`config.mk`:
```
export PLATFORM = sky130hd
export DESIGN_NAME = divider_timer_modulo_reload_unit
export DESIGN_NICKNAME = d
export VERILOG_FILES = /design/src/hdl/dtm_pkg.sv /design/src/hdl/divider_timer_modulo_reload_unit.sv /design/src/hdl/dtm_core.sv
export SDC_FILE = /design/constraint.sdc
export NUM_CORES = 1
export LEC_CHECK = 0
export BUFFER_PORTS_ARGS = -buffer_cell sky130_fd_sc_hd__buf_2
export CAP_MARGIN = 20
export CELL_PAD_IN_SITES_DETAIL_PLACEMENT = 0
export CELL_PAD_IN_SITES_GLOBAL_PLACEMENT = 2
export CORE_MARGIN = 4
export CORE_UTILIZATION = 39
export DETAILED_ROUTE_END_ITERATION = 10
export PLACE_DENSITY_LB_ADDON = 0.25
export RECOVER_POWER = 25
export SLEW_MARGIN = 40
export SYNTH_ARGS = -nofsm -noshare
export SYNTH_HDL_FRONTEND = slang
export SYNTH_SLANG_ARGS = --single-unit
```
`constraint.sdc`:
```
create_clock -name clk -period 3.5 [get_ports clk]
set_clock_uncertainty 0.15 [all_clocks]
set_input_delay 0.35 -clock clk [delete_from_list [all_inputs] [get_ports clk]]
set_output_delay 0.35 -clock clk [all_outputs]
set_load 0.1 [all_outputs]
```
`src/hdl/dtm_pkg.sv`:
```
// Shared types and constants for the divider timer with modulo reload.
package dtm_pkg;

  // Request kinds carried on the input side
  localparam logic [1:0] REQ_TICK  = 2'd0;
  localparam logic [1:0] REQ_READ  = 2'd1;
  localparam logic [1:0] REQ_WRITE = 2'd2;

  // Register selects
  localparam logic [1:0] REG_DIV  = 2'd0;
  localparam logic [1:0] REG_CNT  = 2'd1;
  localparam logic [1:0] REG_MOD  = 2'd2;
  localparam logic [1:0] REG_CTRL = 2'd3;

  // Divider reset value and step per machine-cycle tick
  localparam logic [15:0] DIV_RESET = 16'hABCC;
  localparam logic [15:0] DIV_STEP  = 16'd4;

  // Control register layout
  localparam int CTRL_W   = 3;
  localparam int CTRL_EN  = 2;

  // One input item
  typedef struct packed {
    logic [7:0] write_data;
    logic [1:0] reg_sel;
    logic [1:0] req_type;
  } dtm_item_t;

  // One result item
  typedef struct packed {
    logic       timer_irq;
    logic [7:0] read_data;
  } dtm_result_t;

  // Divider bit watched for a given rate field
  function automatic logic watch_bit(input logic [15:0] div, input logic [1:0] rate);
    logic b;
    case (rate)
      2'd0:    b = div[9];
      2'd1:    b = div[3];
      2'd2:    b = div[5];
      default: b = div[7];
    endcase
    return b;
  endfunction

endpackage

```
`src/hdl/divider_timer_modulo_reload_unit.sv`:
```
// Top level of the divider timer with modulo reload, stream ports on both sides.
//
// Each transfer on the input is a machine-cycle tick, a register read or a register
// write (the fourth request code is ignored), and yields exactly one result transfer.
// An item passes an input register, then the timer update and result forming run
// combinationally into the output register, so one item is taken per clock while the
// output register is empty or being drained; out_tvalid rises once the item reaches
// the output register, and the result transfer completes when out_tready is high.
// The dtm_core state updates only when an item advances out of the input register.
module divider_timer_modulo_reload_unit import dtm_pkg::*; (
  input  logic        clk,
  input  logic        rst_n,
  input  logic        in_tvalid,
  output logic        in_tready,
  input  logic [7:0]  in_tdata,   // [7:0] write_data
  input  logic [3:0]  in_tuser,   // [1:0] req_type, [3:2] reg_sel
  output logic        out_tvalid,
  input  logic        out_tready,
  output logic [15:0] out_tdata   // [7:0] read_data, [8] timer_irq, [15:9] zero
);

  dtm_item_t   item_r;
  logic        item_vld_r;
  dtm_result_t res, res_r;
  logic        out_vld_r;
  logic        advance;
  logic        in_fire;

  assign advance   = item_vld_r && (!out_vld_r || out_tready);
  assign in_tready = !item_vld_r || advance;
  assign in_fire   = in_tvalid && in_tready;

  // Capture the input item
  always_ff @(posedge clk) begin
    if (!rst_n) begin
      item_vld_r <= 1'b0;
    end else if (in_tready) begin
      item_vld_r <= in_tvalid;
    end
  end

  always_ff @(posedge clk) begin
    if (in_fire) begin
      item_r.req_type   <= in_tuser[1:0];
      item_r.reg_sel    <= in_tuser[3:2];
      item_r.write_data <= in_tdata;
    end
  end

  dtm_core u_core (
    .clk     (clk),
    .rst_n   (rst_n),
    .advance (advance),
    .item    (item_r),
    .res     (res)
  );

  // Hold the result until the output transfer completes
  always_ff @(posedge clk) begin
    if (!rst_n) begin
      out_vld_r <= 1'b0;
    end else if (!out_vld_r || out_tready) begin
      out_vld_r <= item_vld_r;
    end
  end

  always_ff @(posedge clk) begin
    if (advance) begin
      res_r <= res;
    end
  end

  assign out_tvalid = out_vld_r;
  assign out_tdata  = {7'd0, res_r.timer_irq, res_r.read_data};

endmodule

```
`src/hdl/dtm_core.sv`:
```
// Timer state registers and the single-pass update for one request.
module dtm_core import dtm_pkg::*; (
  input  logic        clk,
  input  logic        rst_n,
  input  logic        advance,   // item in the input register moves on this cycle
  input  dtm_item_t   item,
  output dtm_result_t res
);

  logic [15:0]       div_r, div_nxt;
  logic [7:0]        cnt_r, cnt_nxt;
  logic [7:0]        mod_r, mod_nxt;
  logic [CTRL_W-1:0] ctrl_r, ctrl_nxt;
  logic              pend_r, pend_nxt;

  logic [15:0] div_inc;
  logic [7:0]  cnt_inc;
  logic        en;
  logic        old_bit;
  logic        inc_en;

  assign div_inc = div_r + DIV_STEP;
  assign cnt_inc = cnt_r + 8'd1;
  assign en      = ctrl_r[CTRL_EN];
  assign old_bit = watch_bit(div_r, ctrl_r[1:0]);

  // Decode the request and form next state and result
  always_comb begin
    div_nxt  = div_r;
    cnt_nxt  = cnt_r;
    mod_nxt  = mod_r;
    ctrl_nxt = ctrl_r;
    pend_nxt = pend_r;
    inc_en   = 1'b0;
    res      = '0;
    case (item.req_type)
      REQ_TICK: begin
        div_nxt = div_inc;
        if (en) begin
          if (pend_r) begin
            cnt_nxt       = mod_r;
            res.timer_irq = 1'b1;
            pend_nxt      = 1'b0;
          end else if (old_bit && !watch_bit(div_inc, ctrl_r[1:0])) begin
            inc_en = 1'b1;
          end
        end
      end
      REQ_READ: begin
        case (item.reg_sel)
          REG_DIV:  res.read_data = div_r[15:8];
          REG_CNT:  res.read_data = cnt_r;
          REG_MOD:  res.read_data = mod_r;
          default:  res.read_data = {{(8-CTRL_W){1'b0}}, ctrl_r};
        endcase
      end
      REQ_WRITE: begin
        case (item.reg_sel)
          REG_DIV: begin
            inc_en  = en && old_bit;
            div_nxt = '0;
          end
          REG_CNT: cnt_nxt = item.write_data;
          REG_MOD: mod_nxt = item.write_data;
          default: begin
            if (en) begin
              if (!item.write_data[CTRL_EN]) begin
                inc_en = old_bit;
              end else begin
                inc_en = old_bit && !watch_bit(div_r, item.write_data[1:0]);
              end
            end
            ctrl_nxt = item.write_data[CTRL_W-1:0];
          end
        endcase
      end
      default: ;
    endcase
    // Edge and glitch increments share the wrap check
    if (inc_en) begin
      cnt_nxt = cnt_inc;
      if (cnt_inc == 8'd0) pend_nxt = 1'b1;
    end
  end

  // Hold state unless an item advances
  always_ff @(posedge clk) begin
    if (!rst_n) begin
      div_r  <= DIV_RESET;
      cnt_r  <= '0;
      mod_r  <= '0;
      ctrl_r <= '0;
      pend_r <= 1'b0;
    end else if (advance) begin
      div_r  <= div_nxt;
      cnt_r  <= cnt_nxt;
      mod_r  <= mod_nxt;
      ctrl_r <= ctrl_nxt;
      pend_r <= pend_nxt;
    end
  end

  // An interrupt is only given while enabled with an overflow pending
  a_irq_src: assert property (@(posedge clk) disable iff (!rst_n)
    res.timer_irq |-> (pend_r && en && item.req_type == REQ_TICK))
    else $error("irq without pending overflow");

  // A served overflow clears the pending flag and reloads the counter
  a_irq_clear: assert property (@(posedge clk) disable iff (!rst_n)
    (advance && res.timer_irq) |=> (!pend_r && cnt_r == $past(mod_r)))
    else $error("overflow not served");

  // A divider write clears the divider
  a_div_clr: assert property (@(posedge clk) disable iff (!rst_n)
    (advance && item.req_type == REQ_WRITE && item.reg_sel == REG_DIV) |=> (div_r == 16'd0))
    else $error("divider write did not clear");

  // State holds while no item advances
  a_hold: assert property (@(posedge clk) disable iff (!rst_n)
    !advance |=> ($stable(div_r) && $stable(cnt_r) && $stable(pend_r)))
    else $error("state changed without an item");

endmodule

```
### Word level (Yosys, flattened, before mapping)

Index checks and enable logic that the tools add are counted.
Widths: inputs -> output; s select.

| word-level totals | value |
|---|---|
| output and inout port bits | 18 |
| logic and storage cells | 82 |
| bits in registers | 59 |
| input port bits | 16 |

| operators by class | value |
|---|---|
| mux-type cells | 30 |
| eq/ne operators | 12 |
| $add $sub $neg | 2 |
| reduce and logical (&&, ||, !) cells | 25 |
| bitwise gates (word level) | 1 |

Operator list:

| kind | number |
|---|---|
| $mux 8 | 4 |
| $pmux 16 s2 | 1 |
| $pmux 8 s3 | 1 |
| $mux 1 | 17 |
| $add 16x3->16 const B | 1 |
| $mux 16 | 1 |
| $pmux 8 s2 | 1 |
| $ne 3x1->1 const B | 3 |
| $pmux 1 s3 | 3 |
| $reduce_and 3->1 | 3 |
| $add 8x1->8 const B | 1 |
| $eq 2x1->1 const B | 4 |
| $eq 2x2->1 const B | 4 |
| $logic_not 2->1 | 4 |
| $logic_not 8->1 | 1 |
| $logic_and 1x1->1 | 5 |
| $reduce_and 5->1 | 1 |
| $logic_not 1->1 | 4 |
| $pmux 1 s2 | 2 |
| $reduce_bool 3->1 | 1 |
| $reduce_or 3->1 | 1 |
| $logic_or 1x1->1 | 2 |
| $ne 2x1->1 const B | 1 |
| $reduce_and 2->1 | 1 |
| 3 further kinds | 3 |

### Depth between registers and ports, before layout

| logic depth | value |
|---|---|
| word-level depth | 14 |
| depth in mapped cells | 9 |
| mapped depth without buffers | 7 |

### Hierarchy

From an unflattened synthesis, not the netlist that was laid out.

| second synthesis, totals | value |
|---|---|
| cells, all modules | 290 |
| area total of the unflattened synthesis | 2990.4 µm² |

By module, submodules not included:

| module | times used | sequential area each (µm²) | area each (µm²) | cells each |
|---|---|---|---|---|
| dtm_core | 1 | 680.7 | 2199.6 | 252 |
| divider_timer_modulo_reload_unit | 1 | 670.6 | 790.8 | 38 |

### Worst setup path after synthesis

OpenSTA, ideal clock, no wires.

| path | value |
|---|---|
| kind | register to register |
| start | register out_vld_r (netlist: out_tvalid) |
| end | register item_r[0] (netlist bit), enable pin |
| required time | 3050 ps |
| buffers on the path | 0 |
| arrival | 2406 ps |
| cell stages (with the launch flop) | 4 |
| setup time | 300 ps |
| period minus slack after synthesis | 2855 ps |
| setup slack | 645 ps |
| path through | dfxtp_1 > nor2b_1 > nand2_1 > and2_1 |

| between the ends | value |
|---|---|
| cells in the longest elaborated chain, start to end | 5 |

Ends and longest elaborated chain:

| element | RTL line | text |
|---|---|---|
| start: declaration | divider_timer_modulo_reload_unit.sv:25 | `logic out_vld_r;` |
| start signal: assignment | divider_timer_modulo_reload_unit.sv:63 | `out_vld_r <= item_vld_r;` |
| $logic_not 1->1 | divider_timer_modulo_reload_unit.sv:29 | `assign advance = item_vld_r && (!out_vld_r \|\| out_tready);` |
| $logic_or 1x1->1 | divider_timer_modulo_reload_unit.sv:29 |  |
| $logic_and 1x1->1 | divider_timer_modulo_reload_unit.sv:29 |  |
| $logic_or 1x1->1 | divider_timer_modulo_reload_unit.sv:30 | `assign in_tready = !item_vld_r \|\| advance;` |
| via in_tready | divider_timer_modulo_reload_unit.sv:14 | `output logic in_tready,` |
| $logic_and 1x1->1 | divider_timer_modulo_reload_unit.sv:31 | `assign in_fire = in_tvalid && in_tready;` |
| via in_fire | divider_timer_modulo_reload_unit.sv:27 | `logic in_fire;` |
| end: declaration | divider_timer_modulo_reload_unit.sv:22 | `dtm_item_t item_r;` |

The timed path passes the listed nets, and every way through them passes these cells.
A chain may end at the register's enable or synchronous reset.

### Final worst setup path

| path | value |
|---|---|
| start | register out_vld_r (netlist: out_tvalid) |
| end | register u_core.mod_r[4] |

| between the ends | value |
|---|---|
| cells in the longest elaborated chain, start to end | 4 |

Ends and longest elaborated chain:

| element | RTL line | text |
|---|---|---|
| $logic_not 1->1 | divider_timer_modulo_reload_unit.sv:29 |  |
| $logic_or 1x1->1 | divider_timer_modulo_reload_unit.sv:29 |  |
| $logic_and 1x1->1 | divider_timer_modulo_reload_unit.sv:29 |  |
| $reduce_and 3->1 (no line) | - |  |
| end signal: assignment | dtm_core.sv:97 | `mod_r <= mod_nxt;` |
| end: declaration | dtm_core.sv:12 | `logic [7:0] mod_r, mod_nxt;` |

Every way passes these cells.

==> flow_summary.html <==
<table>
<tr><th>Metric</th><th>Value</th></tr>
<tr><th colspan="2">Run status</th></tr>
<tr><td>Run status</td><td>finished clean</td></tr>
<tr><th colspan="2">Clock network</th></tr>
<tr><td>CTS HTree Levels</td><td>3</td></tr>
<tr><td>Clock buffer count from CTS</td><td>9</td></tr>
<tr><td>Clk buf depth</td><td>2</td></tr>
<tr><td>TritonCTS clock tree</td><td>yes</td></tr>
<tr><td>CTS Sinks</td><td>57</td></tr>
<tr><td>Worst-Skew Late Latency</td><td>approximately 0.34 ns</td></tr>
<tr><td>Post-cts gate resize count</td><td>0</td></tr>
<tr><td>Setup Buffers After CTS</td><td>0</td></tr>
<tr><td>Hold buffer count at CTS</td><td>0</td></tr>
<tr><td>Clock Root Buffer</td><td>sky130_fd_sc_hd__clkbuf_8</td></tr>
<tr><td>Clock transition time at the flip-flop clock pins of the worst setup and hold paths</td><td>about 0.070 ns</td></tr>
<tr><th colspan="2">Synthesis</th></tr>
<tr><td>Post-synth design cell area</td><td>roughly 2900 um2</td></tr>
<tr><td>Fraction of the yosys area taken by sequential cells</td><td>a little under half</td></tr>
<tr><td>Gate count of the mapped netlist</td><td>between 200 and 300</td></tr>
<tr><td>Count of warnings emitted by yosys</td><td>0</td></tr>
<tr><td>Distinct cells, synth</td><td>46</td></tr>
<tr><td>Post-synthesis area per instance</td><td>9.759 um2</td></tr>
<tr><td>Yosys reg bits</td><td>57</td></tr>
<tr><th colspan="2">Worst setup path</th></tr>
<tr><td>Flop2flop setup slack</td><td>around 0.9 ns</td></tr>
<tr><td>Arrival time of data at the critical path endpoint</td><td>roughly 2.7 ns</td></tr>
<tr><td>Launch instance of the worst register-to-register path</td><td>out_tvalid$_SDFFE_PN0P_</td></tr>
<tr><td>Peak fanout along the critical path</td><td>16</td></tr>
<tr><td>Critical path destination</td><td>u_core.mod_r[4]$_SDFFE_PN0P_</td></tr>
<tr><td>Worst setup path start</td><td>out_tvalid$_SDFFE_PN0P_</td></tr>
<tr><td>Worst reg2reg endpoint</td><td>u_core.mod_r[4]$_SDFFE_PN0P_</td></tr>
<tr><td>Depth of the most critical reg-to-reg path</td><td>6</td></tr>
<tr><td>Data required time at the worst endpoint</td><td>around 3.6 ns</td></tr>
<tr><td>Startpoint Class</td><td>flip-flop</td></tr>
<tr><td>Category of the worst setup path capture point</td><td>flip-flop</td></tr>
<tr><td>Worst setup path class</td><td>flip-flop to flip-flop</td></tr>
<tr><th colspan="2">STA</th></tr>
<tr><td>Post-route minimum period</td><td>around 2.6 ns</td></tr>
<tr><td>Period Utilization, post-route</td><td>between 70% and 80%</td></tr>
<tr><td>Pin slew with the least headroom to its limit</td><td>about 0.87 ns</td></tr>
<tr><td>Max Clock Freq</td><td>roughly 0.38 GHz</td></tr>
<tr><td>Final slew viol count</td><td>0</td></tr>
<tr><td>Endpoints failing setup</td><td>0</td></tr>
<tr><td>Slew margin rel.</td><td>41.97%</td></tr>
<tr><td>Hold Fails Final Rpt</td><td>0</td></tr>
<tr><td>RSZ-0062 raised after global routing</td><td>no</td></tr>
<tr><td>Sum of negative setup slack</td><td>0 ns</td></tr>
<tr><th colspan="2">Finish</th></tr>
<tr><td>Finished Cell Area</td><td>about 3200 um2</td></tr>
<tr><td>Final core utilization</td><td>between 40% and 50%</td></tr>
<tr><td>Count of inserted antenna diode cells</td><td>0</td></tr>
<tr><td>NumNets Final</td><td>338</td></tr>
<tr><td>P&amp;R area growth vs syn</td><td>11.91%</td></tr>
<tr><td>Commonest cells after routing, fill and taps aside</td><td>43 x sky130_fd_sc_hd__nor2_1, 36 x sky130_fd_sc_hd__dfxtp_1, 25 x sky130_fd_sc_hd__buf_2, 24 x sky130_fd_sc_hd__mux2i_1, 23 x sky130_fd_sc_hd__nand2_1</td></tr>
<tr><td>Ratio of cells with drive above 1 in the final layout</td><td>between 10% and 20%</td></tr>
<tr><td>Most frequent standard cell in the layout excluding fill and tap cells</td><td>sky130_fd_sc_hd__nor2_1</td></tr>
<tr><th colspan="2">Job</th></tr>
<tr><td>Max cap viols</td><td>0</td></tr>
<tr><th colspan="2">Die</th></tr>
<tr><td>Core box area</td><td>about 7200 um2</td></tr>
<tr><td>Die Ht</td><td>~94 um</td></tr>
<tr><td>Total number of placement rows</td><td>31</td></tr>
<tr><td>Area enclosed by the die boundary</td><td>about 8800 um2</td></tr>
<tr><td>I/O pin count</td><td>34</td></tr>
<tr><td>Overall die width</td><td>approximately 94 um</td></tr>
<tr><td>Initial Utilization</td><td>39.77%</td></tr>
<tr><th colspan="2">Global route</th></tr>
<tr><td>Vias in the first global route</td><td>~2100</td></tr>
<tr><td>Largest net degree at the start of global routing</td><td>21</td></tr>
<tr><td>Overflow left after global routing</td><td>0</td></tr>
<tr><td>Antenna violations before repair</td><td>0</td></tr>
<tr><td>GRT Overall Usage</td><td>approximately 16%</td></tr>
<tr><td>First-pass GRT wire length</td><td>between 10 and 15 mm</td></tr>
<tr><th colspan="2">Placement</th></tr>
<tr><td>Placed Area</td><td>just over 3000 um2</td></tr>
<tr><td>Port Buffers</td><td>26</td></tr>
<tr><td>Detailed placer's ending HPWL</td><td>about 4.6 mm</td></tr>
<tr><td>Placer Congestion</td><td>approximately 0.8</td></tr>
<tr><th colspan="2">Drt</th></tr>
<tr><td>Number of vias in the routed layout</td><td>roughly 2100</td></tr>
<tr><td>Wirelength per Cell</td><td>around 15 um</td></tr>
<tr><td># DRC</td><td>0</td></tr>
<tr><td>Final WL</td><td>6.388 mm</td></tr>
<tr><td>ANT nets after route</td><td>0</td></tr>
<tr><td>First drt pass iteration count</td><td>4</td></tr>
<tr><td>Detailed Route Iter0 Violations</td><td>77</td></tr>
<tr><td>Detailed-route vias per instance</td><td>approximately 5.1</td></tr>
<tr><th colspan="2">Power</th></tr>
<tr><td>PwrDens</td><td>434.4 nW/um2</td></tr>
<tr><td>Static power due to leakage</td><td>1.236 nW</td></tr>
<tr><td>VDD IR-drop max</td><td>roughly 0.21 mV</td></tr>
<tr><th colspan="2">Min path</th></tr>
<tr><td>Class of the tightest hold or removal check</td><td>primary input to flip-flop</td></tr>
</table>
cell usage after synthesis, drive strengths merged:
library cell	count	area share (%)
a21oi	17	3.0
o21ai	16	2.9
a31oi	1	0.22
o41ai	1	0.96
and3	6	1.3
a221o	1	0.35
mux4	4	3.1
and4	3	0.92
buf	12	2.7
nand4b	1	0.31
a211oi	1	0.26
ha	2	0.87
a311o	1	0.35
dfxtp	36	25
clkbuf	8	1.0
a221oi	1	0.31
mux2i	24	8.4
and2	3	0.65
mux2	3	1.2
nand4	8	1.7
o22ai	2	0.65
nor3	2	0.35
xnor2	4	1.2
or4	1	0.26
and4bb	1	0.44
o211ai	2	0.52
conb	1	0.13
or3	2	0.44
nor4	3	0.65
nor2	43	5.6
nand2	23	3.0
inv	2	0.26
nand3b	2	0.52
nor3b	2	0.52
edfxtp	21	22
xor2	9	2.7
nor2b	7	1.5
nand3	13	2.3
or2	1	0.22
o31a	1	0.31
nand2b	3	0.65
critical path, stage by stage (launching register included):
cell and delay (ns):
sky130_fd_sc_hd__dfxtp_1 0.30, sky130_fd_sc_hd__nor2b_1 0.17, sky130_fd_sc_hd__nor2b_1 0.15, sky130_fd_sc_hd__clkbuf_1 0.67, sky130_fd_sc_hd__nand3_1 0.66, sky130_fd_sc_hd__mux2i_1 0.33, sky130_fd_sc_hd__nor2_1 0.05
cell type report:
| class | instances | area (um2) |
|---|---|---|
| fill | 739 | 4004 |
| multi-input combinational | 221 | 1425 |
| sequential | 57 | 1351 |
| timing repair buffer | 29 | 147.6 |
| clock buffer | 11 | 131.4 |
| tap | 99 | 123.9 |
| clock inverter | 5 | 23.77 |
| inverter | 2 | 7.507 |
kinds of logic after synthesis:
group,share of synthesized area (%)
fa+ha+maj,0.8721
simple gates,21.41
xor+xnor,3.969
flops,47.10
buf+inv,4.013
other cells,0.1307
compound gates,9.813
mux,12.69
metal layers:
metal | global-route usage (%) | share of wire, %
met5 | 0 | 0
met4 | 5.415 | 1.3
met3 | 4.487 | 4.1
met2 | 23.89 | 43
met1 | 21.49 | 51
through the flow:
stage	hold WS [ns]	power, mW	instances	setup slack [ns]
CTS	0.01686	1.412	424	1.032
global route	0.01275	1.453	424	0.5741
finish	0.03359	1.395	424	0.8810
floorplan	0.2941	0.8774	300	0.6445
global placement	0.3134	0.9062	408	1.052
detailed placement	0.3165	0.9063	408	1.021
power by group:
part	switching, mW	total (mW)	internal (mW)	leakage [nW]
registers	0.0230	0.731	0.708	0.491
clock network	0.255	0.504	0.249	0.0843
logic	0.121	0.159	0.0381	0.660
state kept, by name, summed over array words and instances (netlist names):
signal         flops
item_r            12
item_vld_r         1
out_tdata          9
out_tvalid         1
u_core.cnt_r       8
u_core.ctrl_r      3
u_core.div_r      14
u_core.mod_r       8
u_core.pend_r      1
worst min-delay path by stage:
stage / to / start / cells after the start / slack [ns]
finish: item_r[9]$_DFFE_PP_ / in_tdata[5] / 1 / 0.03
global route: item_r[0]$_DFFE_PP_ / in_tuser[0] / 1 / 0.01
detailed placement: u_core.pend_r$_SDFFE_PN0P_ / u_core.pend_r$_SDFFE_PN0P_ / 2 / 0.32
global placement: u_core.pend_r$_SDFFE_PN0P_ / u_core.pend_r$_SDFFE_PN0P_ / 2 / 0.31
CTS: item_r[0]$_DFFE_PP_ / in_tuser[0] / 1 / 0.02
floorplan: u_core.pend_r$_SDFFE_PN0P_ / u_core.pend_r$_SDFFE_PN0P_ / 2 / 0.29
Power figures use the tool's default switching activity.
